### config.mk
export PLATFORM = sky130hd
export DESIGN_NAME = display_frame_command_decoder
export DESIGN_NICKNAME = d
export VERILOG_FILES = /design/src/dfcd_pkg.sv /design/src/display_frame_command_decoder.sv /design/src/dfcd_parser.sv /design/src/dfcd_result_fifo.sv
export SDC_FILE = /design/constraint.sdc
export NUM_CORES = 1
export LEC_CHECK = 0
export BUFFER_PORTS_ARGS = -buffer_cell sky130_fd_sc_hd__buf_2
export CAP_MARGIN = 5
export CORE_AREA = 4 4 262 239
export DETAILED_ROUTE_END_ITERATION = 12
export DIE_AREA = 0 0 266 243
export PLACE_DENSITY = 0.45
export SYNTH_ARGS = -nofsm -noshare
export SYNTH_HDL_FRONTEND = slang
export SYNTH_SLANG_ARGS = --single-unit
### constraint.sdc
create_clock -name clk -period 10.4 [get_ports clk]
set_clock_uncertainty 0.15 [all_clocks]
set_input_delay 1.04 -clock clk [delete_from_list [all_inputs] [get_ports clk]]
set_output_delay 1.04 -clock clk [all_outputs]
set_load 0.005 [all_outputs]
### src/dfcd_pkg.sv
// ----------------------------------------------------------------------------
// Display frame command decoder package
// Types, codes and constants shared by the frame decoder modules.
// ----------------------------------------------------------------------------
`timescale 1ns / 1ps

package dfcd_pkg;

  localparam logic [7:0] HDR_FIRST  = 8'h5A;
  localparam logic [7:0] HDR_SECOND = 8'hA5;
  localparam logic [7:0] TX_END     = 8'hFF;

  localparam logic [7:0] HEX_SPLIT      = 8'd59;
  localparam logic [7:0] HEX_DIGIT_BASE = 8'd48;
  localparam logic [7:0] HEX_ALPHA_BASE = 8'd87;

  localparam logic [15:0] PWM_BASE      = 16'h5000;
  localparam logic [15:0] PWM_LAST      = 16'h5031;
  localparam logic [15:0] CAN_TX_ADDR   = 16'h5032;
  localparam logic [15:0] CAN_ID_ADDR   = 16'h5064;
  localparam logic [15:0] CAN_BAUD_ADDR = 16'h5080;
  localparam logic [15:0] RS_TX_ADDR    = 16'h5096;
  localparam logic [15:0] RS_BAUD_ADDR  = 16'h5128;

  localparam logic [5:0] PWM_RESTART_MAX = 6'd28;

  localparam int MAX_TX_BYTES = 16;
  localparam int TX_CNT_W     = $clog2(MAX_TX_BYTES + 1);

  localparam int QDEPTH  = 4;
  localparam int QPTR_W  = $clog2(QDEPTH);
  localparam int QCNT_W  = $clog2(QDEPTH + 1);

  typedef enum logic [1:0] {
    PH_HUNT,
    PH_HDR2,
    PH_LEN,
    PH_BODY
  } phase_t;

  typedef enum logic [2:0] {
    EV_PWM_FREQ,
    EV_PWM_DUTY,
    EV_CAN_ID,
    EV_CAN_BAUD,
    EV_CAN_BYTE,
    EV_RS485_BAUD,
    EV_RS485_BYTE
  } kind_t;

  typedef struct packed {
    kind_t       kind;
    logic [2:0]  channel;
    logic [31:0] value;
    logic        restart;
    logic        last;
  } result_t;

  typedef struct packed {
    logic [1:0] count;
    result_t    first;
    result_t    second;
  } push_t;

  function automatic logic [7:0] hex_value(input logic [7:0] c);
    return (c < HEX_SPLIT) ? c - HEX_DIGIT_BASE : c - HEX_ALPHA_BASE;
  endfunction

  function automatic logic [7:0] pack_pair(input logic [7:0] hi, input logic [7:0] lo);
    return {hi[3:0], 4'b0000} + lo;
  endfunction

  function automatic result_t make_result(input kind_t kind, input logic [2:0] channel,
                                          input logic [31:0] value, input logic restart,
                                          input logic last);
    result_t r;
    r.kind    = kind;
    r.channel = channel;
    r.value   = value;
    r.restart = restart;
    r.last    = last;
    return r;
  endfunction

  function automatic push_t push_add(input push_t p, input result_t r);
    push_t q;
    q = p;
    if (p.count == 2'd0) begin
      q.first = r;
    end else begin
      q.second = r;
    end
    q.count = p.count + 2'd1;
    return q;
  endfunction

endpackage

### src/display_frame_command_decoder.sv
// ----------------------------------------------------------------------------
// Display frame command decoder
// Takes one received byte per item at up to one item per clock cycle. Frames
// start with 5A A5 and a length byte, and the body carries a command, a 16-bit
// address, a word count and data. Each byte is decoded in the cycle it is
// accepted, and its results are registered into a four-entry result queue,
// from which they drain at one per cycle while out_ready is high. A byte
// causes at most two results; in_ready is low while the queue has fewer than
// two free entries, so input stalls only when the output side is backed up.
// ----------------------------------------------------------------------------
`timescale 1ns / 1ps

module display_frame_command_decoder import dfcd_pkg::*; (
  input  logic        clk,
  input  logic        rst,
  input  logic        in_valid,
  output logic        in_ready,
  input  logic [7:0]  rx_byte,
  output logic        out_valid,
  input  logic        out_ready,
  output logic [2:0]  event_kind,
  output logic [2:0]  channel,
  output logic [31:0] value,
  output logic        restart_timer,
  output logic        last
);

  push_t   push;
  result_t head;
  logic    room;
  logic    fire;

  assign in_ready = room;
  assign fire     = in_valid && in_ready;

  dfcd_parser u_parser (
    .clk     (clk),
    .rst     (rst),
    .fire    (fire),
    .rx_byte (rx_byte),
    .push    (push)
  );

  dfcd_result_fifo u_fifo (
    .clk       (clk),
    .rst       (rst),
    .push      (push),
    .room      (room),
    .out_valid (out_valid),
    .out_ready (out_ready),
    .head      (head)
  );

  assign event_kind    = head.kind;
  assign channel       = head.channel;
  assign value         = head.value;
  assign restart_timer = head.restart;
  assign last          = head.last;

endmodule

### src/dfcd_parser.sv
// ----------------------------------------------------------------------------
// Frame parser
// Tracks the frame phase and body fields, packs transmit characters and
// produces up to two result items for each accepted byte.
// ----------------------------------------------------------------------------
`timescale 1ns / 1ps

module dfcd_parser import dfcd_pkg::*; (
  input  logic       clk,
  input  logic       rst,
  input  logic       fire,
  input  logic [7:0] rx_byte,
  output push_t      push
);

  phase_t                phase, phase_next;
  logic [7:0]            body_length, body_length_next;
  logic [7:0]            body_count, body_count_next;
  logic [15:0]           frame_address, frame_address_next;
  logic [31:0]           data_word, data_word_next;
  logic [3:0]            pend_nib, pend_nib_next;
  logic                  pend_valid, pend_valid_next;
  logic [7:0]            held_byte, held_byte_next;
  logic                  held_valid, held_valid_next;
  logic                  string_ended, string_ended_next;
  logic [TX_CNT_W-1:0]   tx_count, tx_count_next;
  logic                  can_ready, can_ready_next;
  logic                  serial_ready, serial_ready_next;

  logic [7:0] body_count_inc;
  logic       frame_done;
  logic [7:0] rx_hex;
  logic       can_tx, rs_tx;
  kind_t      tx_kind;

  assign body_count_inc = body_count + 8'd1;
  assign frame_done     = body_count_inc >= body_length;
  assign rx_hex         = hex_value(rx_byte);
  assign can_tx         = (frame_address == CAN_TX_ADDR) && can_ready;
  assign rs_tx          = (frame_address == RS_TX_ADDR) && serial_ready;
  assign tx_kind        = can_tx ? EV_CAN_BYTE : EV_RS485_BYTE;

  always_comb begin
    phase_next = phase;
    if (fire) begin
      unique case (phase)
        PH_HUNT: begin
          if (rx_byte == HDR_FIRST) phase_next = PH_HDR2;
        end
        PH_HDR2: begin
          if (rx_byte == HDR_SECOND) phase_next = PH_LEN;
          else if (rx_byte != HDR_FIRST) phase_next = PH_HUNT;
        end
        PH_LEN: begin
          phase_next = (rx_byte == 8'd0) ? PH_HUNT : PH_BODY;
        end
        PH_BODY: begin
          if (frame_done) phase_next = PH_HUNT;
        end
        default: phase_next = PH_HUNT;
      endcase
    end
  end

  always_comb begin
    logic [5:0]  off;
    logic [2:0]  pwm_ch;
    logic        pwm_restart;
    logic [31:0] id_value;
    kind_t       end_kind;

    off         = '0;
    pwm_ch      = '0;
    pwm_restart = 1'b0;
    id_value    = '0;
    end_kind    = EV_CAN_BYTE;

    body_length_next   = body_length;
    body_count_next    = body_count;
    frame_address_next = frame_address;
    data_word_next     = data_word;
    pend_nib_next      = pend_nib;
    pend_valid_next    = pend_valid;
    held_byte_next     = held_byte;
    held_valid_next    = held_valid;
    string_ended_next  = string_ended;
    tx_count_next      = tx_count;
    can_ready_next     = can_ready;
    serial_ready_next  = serial_ready;
    push               = '0;

    if (fire && phase == PH_LEN) begin
      body_length_next   = rx_byte;
      body_count_next    = '0;
      frame_address_next = '0;
      data_word_next     = '0;
      pend_nib_next      = '0;
      pend_valid_next    = 1'b0;
      held_byte_next     = '0;
      held_valid_next    = 1'b0;
      string_ended_next  = 1'b0;
      tx_count_next      = '0;
    end else if (fire && phase == PH_BODY) begin
      if (body_count == 8'd1) begin
        frame_address_next = {rx_byte, 8'h00};
      end else if (body_count == 8'd2) begin
        frame_address_next = {frame_address[15:8], rx_byte};
      end else if (body_count >= 8'd4) begin
        case (body_count)
          8'd4:    data_word_next[31:24] = rx_byte;
          8'd5:    data_word_next[23:16] = rx_byte;
          8'd6:    data_word_next[15:8]  = rx_byte;
          8'd7:    data_word_next[7:0]   = rx_byte;
          default: ;
        endcase
        if ((can_tx || rs_tx) && !string_ended) begin
          if (rx_byte == TX_END) begin
            if (held_valid_next) begin
              push = push_add(push, make_result(tx_kind, 3'd0, {24'd0, held_byte_next},
                                                1'b0, !pend_valid_next));
            end
            if (pend_valid_next) begin
              push = push_add(push, make_result(tx_kind, 3'd0,
                                                {24'd0, pend_nib_next, 4'b0000}, 1'b0, 1'b1));
            end
            held_valid_next   = 1'b0;
            pend_valid_next   = 1'b0;
            string_ended_next = 1'b1;
          end else if (!pend_valid) begin
            if (tx_count < TX_CNT_W'(MAX_TX_BYTES)) begin
              pend_nib_next   = rx_hex[3:0];
              pend_valid_next = 1'b1;
            end
          end else begin
            pend_valid_next = 1'b0;
            tx_count_next   = tx_count + TX_CNT_W'(1);
            if (held_valid) begin
              push = push_add(push, make_result(tx_kind, 3'd0, {24'd0, held_byte},
                                                1'b0, 1'b0));
            end
            held_byte_next  = pack_pair({4'b0000, pend_nib}, rx_hex);
            held_valid_next = 1'b1;
          end
        end
      end

      body_count_next = body_count_inc;

      if (frame_done) begin
        if (frame_address_next >= PWM_BASE && frame_address_next <= PWM_LAST) begin
          off         = 6'(frame_address_next - PWM_BASE);
          pwm_restart = (off[1:0] == 2'b00) && (off <= PWM_RESTART_MAX);
          if (off[2:0] == 3'b000) begin
            pwm_ch = off[5:3];
            push = push_add(push, make_result(EV_PWM_FREQ, pwm_ch,
                                              {16'd0, data_word_next[31:16]},
                                              pwm_restart, 1'b1));
          end else begin
            pwm_ch = (off < 6'd4) ? 3'd0 : 3'((off - 6'd4) >> 3);
            push = push_add(push, make_result(EV_PWM_DUTY, pwm_ch,
                                              {16'd0, data_word_next[31:16]},
                                              pwm_restart, 1'b1));
          end
        end else if (frame_address_next == CAN_ID_ADDR) begin
          id_value = {24'd0, pack_pair(hex_value(data_word_next[31:24]),
                                       hex_value(data_word_next[23:16]))};
          push = push_add(push, make_result(EV_CAN_ID, 3'd0, id_value, 1'b0, 1'b1));
        end else if (frame_address_next == CAN_BAUD_ADDR) begin
          can_ready_next = data_word_next != 32'd0;
          push = push_add(push, make_result(EV_CAN_BAUD, 3'd0, data_word_next, 1'b0, 1'b1));
        end else if (frame_address_next == RS_BAUD_ADDR) begin
          serial_ready_next = data_word_next != 32'd0;
          push = push_add(push, make_result(EV_RS485_BAUD, 3'd0, data_word_next,
                                            1'b0, 1'b1));
        end else if (((frame_address_next == CAN_TX_ADDR) && can_ready) ||
                     ((frame_address_next == RS_TX_ADDR) && serial_ready)) begin
          end_kind = (frame_address_next == CAN_TX_ADDR) ? EV_CAN_BYTE : EV_RS485_BYTE;
          if (!string_ended_next) begin
            if (held_valid_next) begin
              push = push_add(push, make_result(end_kind, 3'd0, {24'd0, held_byte_next},
                                                1'b0, !pend_valid_next));
            end
            if (pend_valid_next) begin
              push = push_add(push, make_result(end_kind, 3'd0,
                                                {24'd0, pend_nib_next, 4'b0000}, 1'b0, 1'b1));
            end
            held_valid_next   = 1'b0;
            pend_valid_next   = 1'b0;
            string_ended_next = 1'b1;
          end
        end
      end
    end
  end

  always_ff @(posedge clk) begin
    if (rst) begin
      phase         <= PH_HUNT;
      body_length   <= '0;
      body_count    <= '0;
      frame_address <= '0;
      data_word     <= '0;
      pend_nib      <= '0;
      pend_valid    <= 1'b0;
      held_byte     <= '0;
      held_valid    <= 1'b0;
      string_ended  <= 1'b0;
      tx_count      <= '0;
      can_ready     <= 1'b0;
      serial_ready  <= 1'b0;
    end else begin
      phase         <= phase_next;
      body_length   <= body_length_next;
      body_count    <= body_count_next;
      frame_address <= frame_address_next;
      data_word     <= data_word_next;
      pend_nib      <= pend_nib_next;
      pend_valid    <= pend_valid_next;
      held_byte     <= held_byte_next;
      held_valid    <= held_valid_next;
      string_ended  <= string_ended_next;
      tx_count      <= tx_count_next;
      can_ready     <= can_ready_next;
      serial_ready  <= serial_ready_next;
    end
  end

endmodule

### src/dfcd_result_fifo.sv
// ----------------------------------------------------------------------------
// Result queue
// Small queue that takes up to two result items per cycle and hands out one per cycle while out_ready is high.
// ----------------------------------------------------------------------------
`timescale 1ns / 1ps

module dfcd_result_fifo import dfcd_pkg::*; (
  input  logic    clk,
  input  logic    rst,
  input  push_t   push,
  output logic    room,
  output logic    out_valid,
  input  logic    out_ready,
  output result_t head
);

  result_t             mem [QDEPTH];
  logic [QPTR_W-1:0]   wptr;
  logic [QPTR_W-1:0]   rptr;
  logic [QCNT_W-1:0]   count;
  logic                pop;

  assign out_valid = count != '0;
  assign pop       = out_valid && out_ready;
  assign room      = count <= QCNT_W'(QDEPTH - 2);
  assign head      = mem[rptr];

  always_ff @(posedge clk) begin
    if (push.count != 2'd0) begin
      mem[wptr] <= push.first;
    end
    if (push.count == 2'd2) begin
      mem[wptr + QPTR_W'(1)] <= push.second;
    end
  end

  always_ff @(posedge clk) begin
    if (rst) begin
      wptr  <= '0;
      rptr  <= '0;
      count <= '0;
    end else begin
      wptr  <= wptr + QPTR_W'(push.count);
      rptr  <= rptr + QPTR_W'(pop);
      count <= count + QCNT_W'(push.count) - QCNT_W'(pop);
    end
  end

endmodule

-- Word-level counts from Yosys, hierarchy flattened
Memories as Yosys holds them, arrays and structs flattened. A register that Yosys moved wholly into a read port is not among the register bits.
Index checks and enable logic that the tools add are counted.
- bits in read-only memories: 0
- latch bits: 0
- word-level logic and storage cells: 252
- bits in writable memories: 160
- memories: 1
- output and inout port bits: 42
- bits in registers: 95
- input bits: 12
- $lt $le $gt $ge: 11
- reduce and logical (&&, ||, !) cells: 31
- eq/ne operators: 24
- mux-type cells: 142
- bitwise logic cells: 7
- multiply operators: 0
- add/subtract/negate cells: 20
- divide/modulo/power cells: 0
- shifts and indexed selects: 0
- memory list (memory ; words ; width ; rd ports ; clocked after Yosys merged registers in ; write ports ; RTL line ; text):
    u_fifo.mem ; 4 ; 40 ; 1 ; 1 ; 2 ; dfcd_result_fifo.sv:17 ; result_t mem [QDEPTH];
- operators with widths (kind ; count):
    2-to-1 mux 82 bit ; 36
    2-to-1 mux 40 bit ; 16
    2-to-1 mux 81 bit ; 2
    2-to-1 mux 32 bit ; 5
    equality test 16 x 15 -> 1 bit, second input constant ; 7
    2-to-1 mux 8 bit ; 13
    2-to-1 mux 80 bit ; 1
    2-to-1 mux 1 bit ; 48
    2-to-1 mux 16 bit ; 3
    equality test 8 x 3 -> 1 bit, second input constant ; 4
    2-to-1 mux 4 bit ; 8
    nonzero test 32 bit ; 1
    < comparator 8 x 6 -> 1 bit, second input constant ; 3
    adder 8 bit ; 2
    equality test 8 bit, second input constant ; 2
    greater-or-equal comparator 16 x 15 -> 1 bit, second input constant ; 1
    less-or-equal comparator 16 x 15 -> 1 bit, second input constant ; 1
    2-to-1 mux 2 bit ; 8
    subtractor 8 x 6 -> 8 bit, second input constant ; 2
    subtractor 8 x 7 -> 8 bit, second input constant ; 2
    AND reduction 7 bit ; 2
    logical AND 1 bit ; 11
    zero test 2 bit ; 5
    adder 2 x 1 -> 2 bit, second input constant ; 4
    other kinds (36) ; 48

-- Depth between registers and ports, before layout
- depth after elaboration: 48
- gate-level depth with buffers: 23
- depth with buffers taken out: 21

-- By module
Synthesis repeated with hierarchy kept, for this count alone.
- cell total of the unflattened synthesis: 1609
- area total of the unflattened synthesis: 16559.6 µm²
- modules (own cells, without submodules) (module ; sequential area each (µm²) ; cells an instance ; area each (µm²) ; instances):
    dfcd_parser ; 1761.7 ; 1175 ; 8316.7 ; 1
    dfcd_result_fifo ; 4944.7 ; 433 ; 8236.6 ; 1
    display_frame_command_decoder ; 0.0 ; 1 ; 6.3 ; 1

-- Worst setup path after synthesis
OpenSTA, ideal clock, no wires.
- path kind: input to register
- start point: input rx_byte[2]
- end point: memory u_fifo.mem[2][0] (netlist name), enable pin
- stages: 12
- path buffers: 2
- required time: 9.753 ns
- arrival: 6.532 ns
- library setup time: 0.497 ns
- slack: 3.221 ns
- cells stage by stage: clkbuf_1 > buf_1 > a22oi_1 > ha_1 > or3b_1 > a311o_1 > o21bai_4 > a31oi_1 > o221ai_2 > inv_2 > nor2_1 > o31ai_1
- RTL lines (item ; RTL line ; text):
    start: declaration ; display_frame_command_decoder.sv:18 ; input logic [7:0] rx_byte,
    end: declaration ; dfcd_result_fifo.sv:17 ;

==> impl_metrics.py <==
metrics = {
    "status": {
        "outcome": "finished clean",
    },
    "cts": {
        "path_clk_slew_ns": 0.06,
        "clock_latency_ns": 0.59,
        "cts_setup_buffers": 0,
        "htree_levels": 1,
        "ctsRootBufferMaster": "clkbuf_16",
        "numCtsBuffers": 31,
        "clkSinkCount": 255,
        "cts_resized": 0,
        "clockBufferDepth": 3,
        "cts.hold.buffers_added": 0,
        "tritoncts": "done",
    },
    "global_routing": {
        "grt_pass1_vias": 11400,
        "grt_pass1_wl_um": 73100,
        "antenna_found_initial": 1,
        "grt_use_met2_pct": 21.3,
        "grt_overflow_total": 0,
        "met1_usage_pct": 21.5,
        "globalRouteMet3Util_pct": 2.92,
        "grt_max_degree": 97,
        "grt_busiest_layer": "met1",
        "grt_util_all_layers_pct": 14.4,
    },
    "synthesis": {
        "synth_largest_area_cell": "edfxtp_1",
        "yosysUniqueCellTypes": 90,
        "yosys-top-cells-count": "nor2_1 (226), edfxtp_1 (160), mux2i_1 (103)",
        "synth_fp_nets": 1518,
        "ys_warn_count": 0,
        "synth-edff-count": 160,
        "synth-seq-cells": 255,
        "synth.area.top_cells": "edfxtp_1 (32%), dfxtp_1 (13%), mux2i_1 (6.9%), mux4_2 (6.1%), nor2_1 (5.7%)",
        "synth.avg_cell_area_sq_um": 10.2,
        "yosysTopAreaCellShare_pct": 32.4,
        "synth_flop_cell": "edfxtp_1",
        "synth.most_common_cell": "nor2_1",
        "synthArstFlopShare_pct": 0,
        "syn_inst": 1457,
        "synth_area_sq_um": 14800,
        "yosysSeqAreaShare_pct": 45.2,
    },
    "sta": {
        "slew_headroom_pct": 18.8,
        "slew_viol_final": 0,
        "setup_viol": 0,
        "min_period_ns": 7.11,
        "finalSetupTns_ns": 0,
        "timing.final.ws_setup_ns": 3.29,
        "rsz0062_at_grt": "no",
        "fmax_mhz": 141,
        "hold_viol": 0,
        "tightest_slew_ns": 1.20,
        "finalCritPeriodShare_pct": 68.4,
    },
    "placed_design": {
        "dpl.hpwl_um": 33100,
        "gp_congestion": 0.927,
        "dpl.cell_count": 2216,
        "preCtsSetupSlack_ns": 3.35,
        "port_buffers": 53,
    },
    "drt": {
        "vias": 11600,
        "drt-pass1-iter-count": 6,
        "drt_iter0_markers": 1101,
        "viasPerCell": 5.12,
        "drcViolationCount": 0,
        "wl_per_cell_um": 20.9,
        "postRouteWirelength_um": 47600,
        "ant_nets": 0,
    },
    "floorplanning": {
        "dieArea_sq_um": 64600,
        "fp.dieH_um": 243,
        "die_x_um": 266,
        "fp-row-count": 85,
        "core_sq_um": 59600,
        "start_util_pct": 24.9,
        "ioPinCount": 54,
    },
    "pwr": {
        "power.share.switching_pct": 23.6,
        "power.switching_mw": 0.569,
        "ir_drop_uv": 131,
        "pwr-share-clk_pct": 47.6,
        "combPwrFrac_pct": 7.7,
        "power_density_nw_per_um2": 142,
        "pwr-share-seq_pct": 44.7,
        "p_leak_nw": 5.39,
        "p_int_mw": 1.84,
        "p_total_mw": 2.41,
    },
    "worst_setup_path": {
        "arrival_ns": 7.27,
        "rrSetupSlack_ns": 3.29,
        "worstSetupPathType": "flip-flop to flip-flop",
        "worstPathMaxFanout": 12,
        "reg2reg_from": "u_parser.body_count[4]",
        "end_kind": "flip-flop",
        "required_ns": 10.56,
        "cp-startpoint": "u_parser.body_count[4]",
        "cp-start-kind": "flip-flop",
    },
    "hold_path": {
        "holdCritPathClass": "flip-flop to flip-flop",
        "hp-start": "u_parser.data_word[4]",
    },
    "final_layout": {
        "layout.nets": 1527,
        "drive_gt1_share_pct": 14.6,
        "antenna_cells": 0,
        "fin_util_pct": 28.5,
        "finalNonFillerCells": 2274,
        "synthToLayoutAreaGrowth_pct": 14.5,
    },
    "flow_run": {
        "maxCapViolCount": 0,
    },
}
==> per-layer routing <==
metal	up-vias	part of all wire (%)	wire length (um)
met5	-	0.015	7
met4	2	2.5	1180
met3	79	7.0	3320
met2	403	42	20100
met1	5685	48	23000
li1	5467	-	-
==> layout make-up <==
class,count,area [sq um]
clock inverters,25,295
fillers,6168,42600
inverters,46,173
repair buffers,78,453
multi-input cells,1054,7610
clock buffers,33,783
well taps,783,980
flip-flops and latches,255,6710
==> power groups by stage <==
stage	Clock [mW]	Sequential, mW	Combinational [mW]
finish	1.15	1.08	0.186
global route	1.22	1.08	0.210
CTS	1.18	1.08	0.194
detailed placement	0	1.10	0.194
global placement	0	1.10	0.193
floorplan	0	1.10	0.141
==> critical path, cell delays in order (launching register included) <==
cell	delay (ns)
dfxtp_1	0.38
or4_1	0.72
nor2_1	0.93
mux2i_1	0.82
inv_1	0.29
ha_1	0.31
o211a_1	0.15
a211oi_1	0.21
o211ai_1	0.45
a21oi_1	0.42
ha_1	0.29
a21o_1	0.15
a21oi_1	0.18
xor2_1	0.25
xnor3_1	0.27
o21ai_0	0.12
a222oi_1	0.57
mux2i_1	0.15
==> worst paths after layout <==
| path | to | cells after the start |
|---|---|---|
| worst max-delay path | u_fifo.mem[0][9] | 17 |
| worst min-delay path | u_parser.data_word[4] | 2 |
| worst max register to register | u_fifo.mem[0][9] | 17 |
| worst min register to register | u_parser.data_word[4] | 2 |
==> metrics by stage <==
stage / hold slack (ns) / area, sq um
after floorplan: 0.296 / 14800
after global routing: 0.354 / 17000
after detailed placement: 0.321 / 15900
after global placement: 0.317 / 15900
after CTS: 0.329 / 17000
final: 0.332 / 17000
==> sequential cells by signal (all words and copies together), names as in the netlist, 3 cells and up <==
| signal | flops |
|---|---|
| u_parser.body_length | 8 |
| u_parser.tx_count | 5 |
| u_parser.pend_nib | 4 |
| u_parser.frame_address | 16 |
| u_parser.data_word | 32 |
| u_parser.held_byte | 8 |
| u_parser.body_count | 8 |
| u_fifo.count | 3 |
| u_fifo.mem | 160 |
==> cells by family after synthesis <==
kind of cell | Yosys count | share of synthesized area (%)
AOI/OAI and AO/OA | 318 | 14.5
xor gates and xnor gates | 44 | 2.69
adders and majority gates | 49 | 4.28
buffers and inverters | 148 | 3.87
DFF | 255 | 45.2
muxes | 159 | 14.3
and+or+nand+nor | 484 | 15.2
==> placed cells by master (no fill, tap or decap), types with 7 or more instances in the layout <==
cell type	n
nand4_1	19
and3_1	11
a31oi_1	13
inv_1	43
nor3_1	34
buf_4	25
o22ai_1	37
nor4_1	7
xnor2_1	26
nand2_1	83
buf_2	53
ha_1	46
clkinv_1	10
clkbuf_16	31
a211oi_1	37
mux2i_1	103
xor2_1	17
and2_1	15
nand3_1	31
edfxtp_1	160
mux2_2	15
dfxtp_1	93
o211ai_1	12
a22oi_1	7
nor2b_1	8
mux4_2	40
nor2_1	224
a21oi_1	61
o21ai_0	64
or2_2	10
(Power assumes the default switching activity.)
